==> src/ordered_list_table_engine_unit_macros.svh <==
`ifndef ORDERED_LIST_TABLE_ENGINE_UNIT_MACROS_SVH
`define ORDERED_LIST_TABLE_ENGINE_UNIT_MACROS_SVH

// Same-cycle implication, checked on clk, muted while rst is high
`define OLTE_ASSERT_NOW(label, ante, cons, msg) \
  label: assert property (@(posedge clk) disable iff (rst) (ante) |-> (cons)) \
    else $error(msg);

// Next-cycle implication, checked on clk, muted while rst is high
`define OLTE_ASSERT_NEXT(label, ante, cons, msg) \
  label: assert property (@(posedge clk) disable iff (rst) (ante) |=> (cons)) \
    else $error(msg);

`endif

==> src/olte_find_tree.sv <==
`timescale 1ns / 1ps

module olte_find_tree #(
  parameter int N  = 256,
  parameter int IW = 8
) (
  input  logic          clk,
  input  logic [N-1:0]  hit,
  output logic          root_hit,
  output logic [IW-1:0] root_idx
);

  localparam int NP = 1 << IW;

  // Heap layout: node k has children 2k and 2k+1, leaves from NP upward
  logic          node_hit [1:2*NP-1];
  logic [IW-1:0] node_idx [1:2*NP-1];

  for (genvar k = 0; k < NP; k++) begin : g_leaf
    if (k < N) begin : g_real
      assign node_hit[NP+k] = hit[k];
    end else begin : g_pad
      assign node_hit[NP+k] = 1'b0;
    end
    assign node_idx[NP+k] = IW'(k);
  end

  // One register per inner node; the lower index wins on a tie
  for (genvar k = 1; k < NP; k++) begin : g_node
    always_ff @(posedge clk) begin
      node_hit[k] <= node_hit[2*k] | node_hit[2*k+1];
      node_idx[k] <= node_hit[2*k] ? node_idx[2*k] : node_idx[2*k+1];
    end
  end

  assign root_hit = node_hit[1];
  assign root_idx = node_idx[1];

endmodule

==> config.mk <==
export PLATFORM = sky130hd
export DESIGN_NAME = olte_find_tree
export DESIGN_NICKNAME = d
export VERILOG_FILES = /design/src/ordered_list_table_engine_unit_macros.svh /design/src/olte_find_tree.sv
export SDC_FILE = /design/constraint.sdc
export NUM_CORES = 1
export LEC_CHECK = 0
export BUFFER_PORTS_ARGS = -buffer_cell sky130_fd_sc_hd__clkbuf_2
export CORE_UTILIZATION = 40
export CTS_CLUSTER_SIZE = 12
export DETAILED_ROUTE_END_ITERATION = 8
export PLACE_DENSITY = 0.59
export SETUP_SLACK_MARGIN = 0.5
export SYNTH_ARGS = -nofsm -noshare
export SYNTH_HDL_FRONTEND = slang
export SYNTH_SLANG_ARGS = --single-unit
==> constraint.sdc <==
create_clock -name clk -period 1.55 [get_ports clk]
set_clock_uncertainty 0.1 [all_clocks]
set_input_delay 0.2325 -clock clk [delete_from_list [all_inputs] [get_ports clk]]
set_output_delay 0.2325 -clock clk [all_outputs]
set_load 0.1 [all_outputs]
==> results.md <==
- Status: complete, no violations
- CP startpoint kind: flop
- Post-synth top area share: about 73%
- All-Layer GR Usage: 13.6%
- Critical Path Source: root_idx[7]
- Hold Crit Depth: 3
- Synthesized flop and latch total: 757
- Routability Congestion: slightly above 0.7
- Worst-path clk slew: approximately 0.06 ns
- Max incr delay on CP: about 0.36 ns
- Unrepaired setup endpoints after global routing: true
- Setup_tns: 0 ns
- CTS tree: built
- Tcrit/Tclk final: between 90 and 100%
- Reg2reg end: node_idx[3952]
- Top_reg_cell synth: dfxtp_1
- WP data required: between 1 and 1.5 ns
- Diodes inserted: 0
- Total Power: slightly below 40 mW
- TritonCTS buffer count: 76
- Final core occ: 54.1%
- Max FO, Critical Path: 1
- Core area: 51300 um^2
- H-tree depth: 3
- Input/output buffers: 265
- Crit. End Element: primary output
- Row count: 83
- First-pass GRT wire length: 57300 um
- Yosys warns: 0
- # setup viols final: 0
- P_leak: approximately 13 nW
- Largest net degree at the start of global routing: 13
- Via density: 4.02
- Final Hold Viols: 0
- Die area: between 50000 and 60000 um^2
- Layout cells sized above 1: roughly two fifths
- 1st-iter DRT viols: about 260
- Total gr overflow: 0
- Syn Inst Count: ~1500
- Setup Fix Bufs, Post-CTS: 0
- Post-DRT Antenna Nets: 0
- Fmax: just under 700 MHz
- Syn_nets: around 1800
- Worst endpoint data arrival time: 1.14 ns
- Endpoint, Worst Hold: node_idx[2872]
- Worst vdd ir: about 770 uV
- Post-synth top cells: 757 x dfxtp_1, 255 x inv_1, 254 x or2_2
- Slew margin rel.: 85.1%
- Area growth syn-to-layout: 33.6%
- Clock Latency Late Sink: about 0.60 ns
- Post-Syn Area per Cell: approximately 14 um^2
- DRT Pass-1 Iters: 6
- Count leader, synth: dfxtp_1
- Post-synth ARST share: 0%
- IO Count: 266
- Vias in the first global route: approximately 12000
- Cells along the critical path: buf_12
- MaxCap Viol Count: 0
- Number of synthesized flops with an enable pin: 0
- Crit path time final: around 1.5 ns
- Post-Syn Area: 20800 um^2
- Synth cell types: 8
- CTS sink count: 757
- Via Count: around 11000
- Hold Path Class: in2reg
- Synth area leaders: dfxtp_1 73%, mux2_2 11%, or2_2 7.6%
- Initial core utilization: approximately two fifths
- Worst Reg-to-Reg Cells: 1
- HP Start: hit[48]
- Clock Tree Buf Depth: 3
- Kind of critical path: reg2out
- NumNets Final: 2370
- Post-route DRC: 0
- Worst reg2reg setup slack: between 0.5 and 0.6 ns
- Post-detail-place hpwl: 21500 um
- Pins Over Slew Limit: 0
- CP max stage cell: dfxtp_2
- Die width: between 200 and 250 um
- Delay-heaviest family, CP: flip-flops
- Pwr dens: ~1400 nW/um^2
- Root Buffer: clkbuf_16
- Seq/Total Area, Yosys: 73.0%
- Avg WL per Cell: between 10 and 15 um
- CP bufs+invs: 1
- Measured slew at the worst slew-check pin: between 0.2 and 0.25 ns
- Largest area contributor in the netlist: dfxtp_1
- Crit Reg-Reg Startpoint: node_hit[477]
- Initial antenna violation count: 0
- Die span in y: ~230 um
- Detailed Route WL: 35400 um
[registers in the layout, indices dropped and copies added, names as in the netlist]
signal,flops
root_hit,1
node_idx,494
root_idx,8
node_hit,254
[logic make-up after synthesis]
group | share of synthesized area, %
flip-flops | 73.0
AND/OR/NAND/NOR | 7.68
multiplexers | 14.1
buffers and inverters | 5.28
[per-stage QoR]
stage               worst slack, ns  hold WS (ns)  area, um^2  cells
floorplan                     0.592         0.189       20800   1529
global placement              0.428         0.278       22800   2459
detailed placement            0.397         0.278       22800   2459
CTS                          0.0399         0.176       27800   2825
global route                 0.0358         0.199       27800   2825
finish                       0.0823         0.223       27800   2825
[cell type report]
type                    count  area [um^2]
fillers                  4253        23500
clock inverters             9          104
inverters                 255          957
repair buffers            521         4020
clock buffers             101         2120
flip-flops and latches    757        15200
well taps                 680          851
multi-input cells         502         4520
[power by group]
part	internal, mW	leakage [nW]	switching (mW)
combinational	1.18	5.82	0.514
sequential	20.4	6.28	0.315
clock	9.64	1.09	6.83
total	31.2	13.2	7.66
[worst max-delay path by stage]
stage | cells after the start | endpoint | slack [ns]
6_report | 1 | root_idx[7] | 0.08
5_1_grt | 1 | root_idx[7] | 0.04
4_1_cts | 1 | root_idx[7] | 0.04
3_5_place_dp | 1 | root_idx[1] | 0.40
3_3_place_gp | 1 | root_idx[6] | 0.43
2_1_floorplan | 0 | root_hit | 0.59
[per-layer routing]
layer	global-route usage [%]	vias up	share of wire, %
met5	0	-	0
met4	7.33	0	4.0
met3	3.73	120	4.3
met2	23.5	243	50
met1	15.2	5187	42
li1	-	5798	-
[repair_timing]
action	CTS	global route
setup endpoints to repair	48	34
hold buffers	256	0
resized for setup	42	9
pin swaps	0	0
hold endpoints to repair	256	0
[cell usage in the layout (no fill, tap or decap)]
| cell type | n |
|---|---|
| clkbuf_8 | 10 |
| buf_12 | 9 |
| bufinv_16 | 1 |
| clkinv_2 | 3 |
| clkbuf_1 | 14 |
| mux2_4 | 39 |
| clkinv_8 | 2 |
| or2_2 | 254 |
| inv_1 | 255 |
| dlygate4sd3_1 | 256 |
| inv_6 | 3 |
| mux2_2 | 208 |
| dfxtp_2 | 23 |
| clkbuf_16 | 77 |
| clkbuf_2 | 256 |
| dfxtp_1 | 733 |
| dfxtp_4 | 1 |
| or2_1 | 1 |
No activity file was read; power rests on OpenSTA's default activity.
