## config.mk

```make
export PLATFORM = sky130hd
export DESIGN_NAME = olte_cell
export DESIGN_NICKNAME = d
export VERILOG_FILES = /design/src/ordered_list_table_engine_unit_macros.svh /design/src/olte_pkg.sv /design/src/olte_cell.sv
export SDC_FILE = /design/constraint.sdc
export NUM_CORES = 1
export LEC_CHECK = 0
export ABC_AREA = 1
export BUFFER_PORTS_ARGS = -buffer_cell sky130_fd_sc_hd__buf_2
export CELL_PAD_IN_SITES_DETAIL_PLACEMENT = 0
export CELL_PAD_IN_SITES_GLOBAL_PLACEMENT = 1
export CORE_MARGIN = 2
export CORE_UTILIZATION = 28
export DETAILED_ROUTE_END_ITERATION = 8
export HOLD_SLACK_MARGIN = 0.06
export PLACE_DENSITY_LB_ADDON = 0.1
export SKIP_CTS_REPAIR_TIMING = 1
export SYNTH_ARGS = -nofsm -noshare
export SYNTH_HDL_FRONTEND = slang
export SYNTH_SLANG_ARGS = --single-unit
```

## constraint.sdc

```tcl
create_clock -name clk -period 3.8 [get_ports clk]
set_clock_uncertainty 0.05 [all_clocks]
set_input_delay 0.57 -clock clk [delete_from_list [all_inputs] [get_ports clk]]
set_output_delay 0.57 -clock clk [all_outputs]
set_load 0.03 [all_outputs]
```

## src/ordered_list_table_engine_unit_macros.svh

```systemverilog
`ifndef ORDERED_LIST_TABLE_ENGINE_UNIT_MACROS_SVH
`define ORDERED_LIST_TABLE_ENGINE_UNIT_MACROS_SVH

// Same-cycle implication, checked on clk, muted while rst is high
`define OLTE_ASSERT_NOW(label, ante, cons, msg) \
  label: assert property (@(posedge clk) disable iff (rst) (ante) |-> (cons)) \
    else $error(msg);

// Next-cycle implication, checked on clk, muted while rst is high
`define OLTE_ASSERT_NEXT(label, ante, cons, msg) \
  label: assert property (@(posedge clk) disable iff (rst) (ante) |=> (cons)) \
    else $error(msg);

`endif

```

## src/olte_pkg.sv

```systemverilog
`timescale 1ns / 1ps

package olte_pkg;

  // Position field width is fixed by the request format
  localparam int POS_W = 9;

  typedef enum logic [1:0] {
    CMD_INSERT = 2'd0,
    CMD_ERASE  = 2'd1,
    CMD_FIND   = 2'd2,
    CMD_MODIFY = 2'd3
  } cmd_t;

  typedef enum logic [1:0] {
    ST_OK    = 2'd0,
    ST_RANGE = 2'd1,
    ST_FULL  = 2'd2,
    ST_MISS  = 2'd3
  } status_t;

  // Broadcast to every cell; enables are already qualified by the checks
  typedef struct packed {
    logic             ins;
    logic             ers;
    logic             mod;
    logic [POS_W-1:0] pos;
  } cell_ctrl_t;

endpackage

```

## src/olte_cell.sv

```systemverilog
`timescale 1ns / 1ps

module olte_cell #(
  parameter int DW  = 32,
  parameter int IW  = 8,
  parameter int CW  = 9,
  parameter int IDX = 0
) (
  input  logic               clk,
  input  olte_pkg::cell_ctrl_t ctrl,
  input  logic [CW-1:0]      count,
  input  logic [DW-1:0]      key,
  input  logic [DW-1:0]      word,
  input  logic [DW-1:0]      left,
  input  logic [DW-1:0]      right,
  output logic [DW-1:0]      data,
  output logic               hit
);
  import olte_pkg::*;

  localparam int XW = IW + POS_W;

  logic [XW-1:0] pos_x;
  logic [XW-1:0] idx_x;
  logic [DW-1:0] data_next;

  assign pos_x = {{IW{1'b0}}, ctrl.pos};
  assign idx_x = XW'(IDX);

  // Shift up on insert, down on erase, overwrite on modify
  always_comb begin
    data_next = data;
    if (ctrl.ins) begin
      if (idx_x > pos_x) begin
        data_next = left;
      end else if (idx_x == pos_x) begin
        data_next = word;
      end
    end else if (ctrl.ers) begin
      if (idx_x >= pos_x) begin
        data_next = right;
      end
    end else if (ctrl.mod) begin
      if (idx_x == pos_x) begin
        data_next = word;
      end
    end
  end

  always_ff @(posedge clk) begin
    data <= data_next;
    // Match only counts for entries inside the list
    hit  <= (CW'(IDX) < count) && (data == key);
  end

endmodule

```

==> impl_metrics.json <==
{
  "combPwrFrac_pct": 33.2,
  "seqPwrFrac_pct": 42.1,
  "worstRegToRegCells": 5,
  "setup_viol": 0,
  "syn_avg_cell_area_sq_um": 7.40,
  "p_clk_share_pct": 24.7,
  "dieWidth_um": 100,
  "r2r_setup_slack_ns": 2.56,
  "crit_arrival_ns": 2.42,
  "routed_wl_um": 7470,
  "clock.fmax_mhz": 410,
  "cp-start-kind": "input port",
  "post_drt_wl_per_cell_um": 12.2,
  "hold_path_depth": 3,
  "diodes": 0,
  "drt-initial-drc-count": 80,
  "p_switching_mw": 0.392,
  "grt_pass1_vias": 2504,
  "r2r-end": "hit$_DFF_P_",
  "hold_start": "right[28]",
  "die-area_sq_um": 10100,
  "hp-class": "in -> reg",
  "gp_congestion": 0.754,
  "reg2reg_from": "data[29]$_DFFE_PP_",
  "dr_total_vias": 2543,
  "clk_pin_slew_ns": 0.07,
  "rsz0062_at_grt": "no",
  "critical_path_class": "in -> reg",
  "antenna_found_initial": 0,
  "final_common_cell": "nand2_1",
  "rows": 35,
  "powerDensity_nw_per_um2": 323,
  "cap_viol_max_count": 0,
  "cts_buffers": 5,
  "fin_area_sq_um": 3530,
  "viasPerCell": 4.17,
  "synthDistinctLibCells": 19,
  "synth_area_sq_um": 2600,
  "place_ws_ns": 0.975,
  "ys_warn_count": 0,
  "crit_chain": "buf_2 > inv_1 > nor2_4 > inv_2 > o211ai_1 > nand2_1",
  "fin_crit_ns": 2.44,
  "start_util_pct": 28.5,
  "worstPathMaxFanout": 33,
  "slowest_stage": "nor2_4",
  "grt_first_pass_wirelength_um": 11700,
  "ys_seq_area_share_pct": 37.7,
  "clock_path_buffers": 2,
  "slew_headroom_pct": 38.9,
  "vdd_drop_max_mv": 0.124,
  "drive_gt1_share_pct": 42.3,
  "worstSkewPairLatency_ns": 0.28,
  "syn_inst": 352,
  "place_hpwl_um": 5570,
  "cts_root_buf": "clkbuf_8",
  "ys_ff_latch": 33,
  "post-route-period-util_pct": 64.1,
  "required_ns": 3.79,
  "tightest_slew_ns": 0.915,
  "cp-end-kind": "flop",
  "dr.pass1.iters": 4,
  "fin_setup_tns_ns": 0,
  "swShare_pct": 34.5,
  "die_y_um": 100,
  "htree_levels": 2,
  "nets": 648,
  "final_cell_mix": "nand2_1 (153), buf_2 (150), inv_1 (56)",
  "slowest_delay_ns": 0.70,
  "p_int_mw": 0.746,
  "drc": 0,
  "grt-ovfl-total": 0,
  "grt_start_max_net_pins": 51,
  "grt.total_usage_pct": 15.0,
  "hold_violations": 0,
  "total_leakage_power_nw": 2.02,
  "fin_ws_ns": 1.36,
  "port_buffers": 150,
  "area_growth_pct": 35.4,
  "fill_cells": 984,
  "fin_hold_ws_ns": 0.505,
  "core_area_sq_um": 9150,
  "drv_slew": 0,
  "status": "complete, no violations",
  "ios": 183,
  "holdPathEnd": "data[28]$_DFFE_PP_",
  "numClockSinks": 33,
  "synth_fp_nets": 502,
  "placed_area_sq_um": 3440,
  "ant_nets": 0,
  "tritoncts": "done"
}
-- sequential cells by signal, summed over array words and instances (netlist names) --
name,flops
hit,1
data,32
-- area by class of cell --
type	count	area, sq um	area share, %
Inverter	57	214	6.07
Multi-Input combinational cell	249	1340	37.9
Timing Repair Buffer	152	766	21.7
Clock buffer	8	90.1	2.56
Sequential cell	33	981	27.8
Tap cell	111	139	3.94
-- worst max path at each step --
stage                        start                end  slack (ns)
after global placement    ctrl[10]  data[0]$_DFFE_PP_        0.98
final                     ctrl[10]  data[1]$_DFFE_PP_        1.36
after floorplan            ctrl[6]  data[0]$_DFFE_PP_        0.71
after detailed placement  ctrl[10]  data[0]$_DFFE_PP_        0.97
after global routing      ctrl[10]  data[1]$_DFFE_PP_        1.15
after CTS                 ctrl[10]  data[0]$_DFFE_PP_        1.29
-- power groups by stage --
stage | Clock (mW) | Combinational, mW | Sequential, mW
after floorplan | 0 | 0.165 | 0.563
after global placement | 0 | 0.379 | 0.487
after detailed placement | 0 | 0.383 | 0.488
after CTS | 0.295 | 0.385 | 0.480
after global routing | 0.308 | 0.425 | 0.487
final | 0.281 | 0.378 | 0.480
-- cells in the mapped netlist --
library cell	instances	area [sq um]
clkbuf_1	4	15.0
nor2_2	1	6.26
xor2_1	4	35.0
inv_1	57	214
nand4_1	1	6.26
o21ai_1	1	5.00
o211ai_2	29	363
nand3_1	2	10.0
buf_2	3	15.0
edfxtp_1	32	961
nand2_2	20	125
xnor2_1	6	52.6
dfxtp_1	1	20.0
nor3_1	2	10.0
buf_6	6	67.6
nand2_1	154	578
a21oi_1	1	5.00
nor2_1	25	93.8
o211ai_1	3	22.5
-- layer usage --
metal / routed length (um) / global-route usage (%) / part of all wire (%)
met5: 0 / 0 / 0
met4: 75 / 3.79 / 1.0
met3: 552 / 3.61 / 7.4
met2: 3250 / 24.4 / 44
met1: 3590 / 20.2 / 48
-- worst max-delay path: cells and delay by family --
family | cells | cell delay, ns
buffers and inverters | 3 | 0.78
AND/OR/NAND/NOR | 2 | 0.77
AO/OA/AOI/OAI | 1 | 0.27
-- logic make-up (layout without fill, tap and decap cells) --
family / count (synthesis) / count (layout) / share of synthesized area [%]
compound gates: 34 / 34 / 15.2
xor+xnor: 10 / 10 / 3.36
buf+inv: 70 / 217 / 12.0
flops: 33 / 33 / 37.7
simple gates: 205 / 205 / 31.8
-- metrics by stage --
stage | util, % | power [mW] | cells
6_report | 38.5 | 1.14 | 610
2_1_floorplan | - | 0.728 | 352
3_3_place_gp | 37.5 | 0.866 | 602
3_5_place_dp | 37.5 | 0.871 | 602
4_1_cts | 38.5 | 1.16 | 610
5_1_grt | 38.5 | 1.22 | 610
No activity file was read; power rests on OpenSTA's default activity.
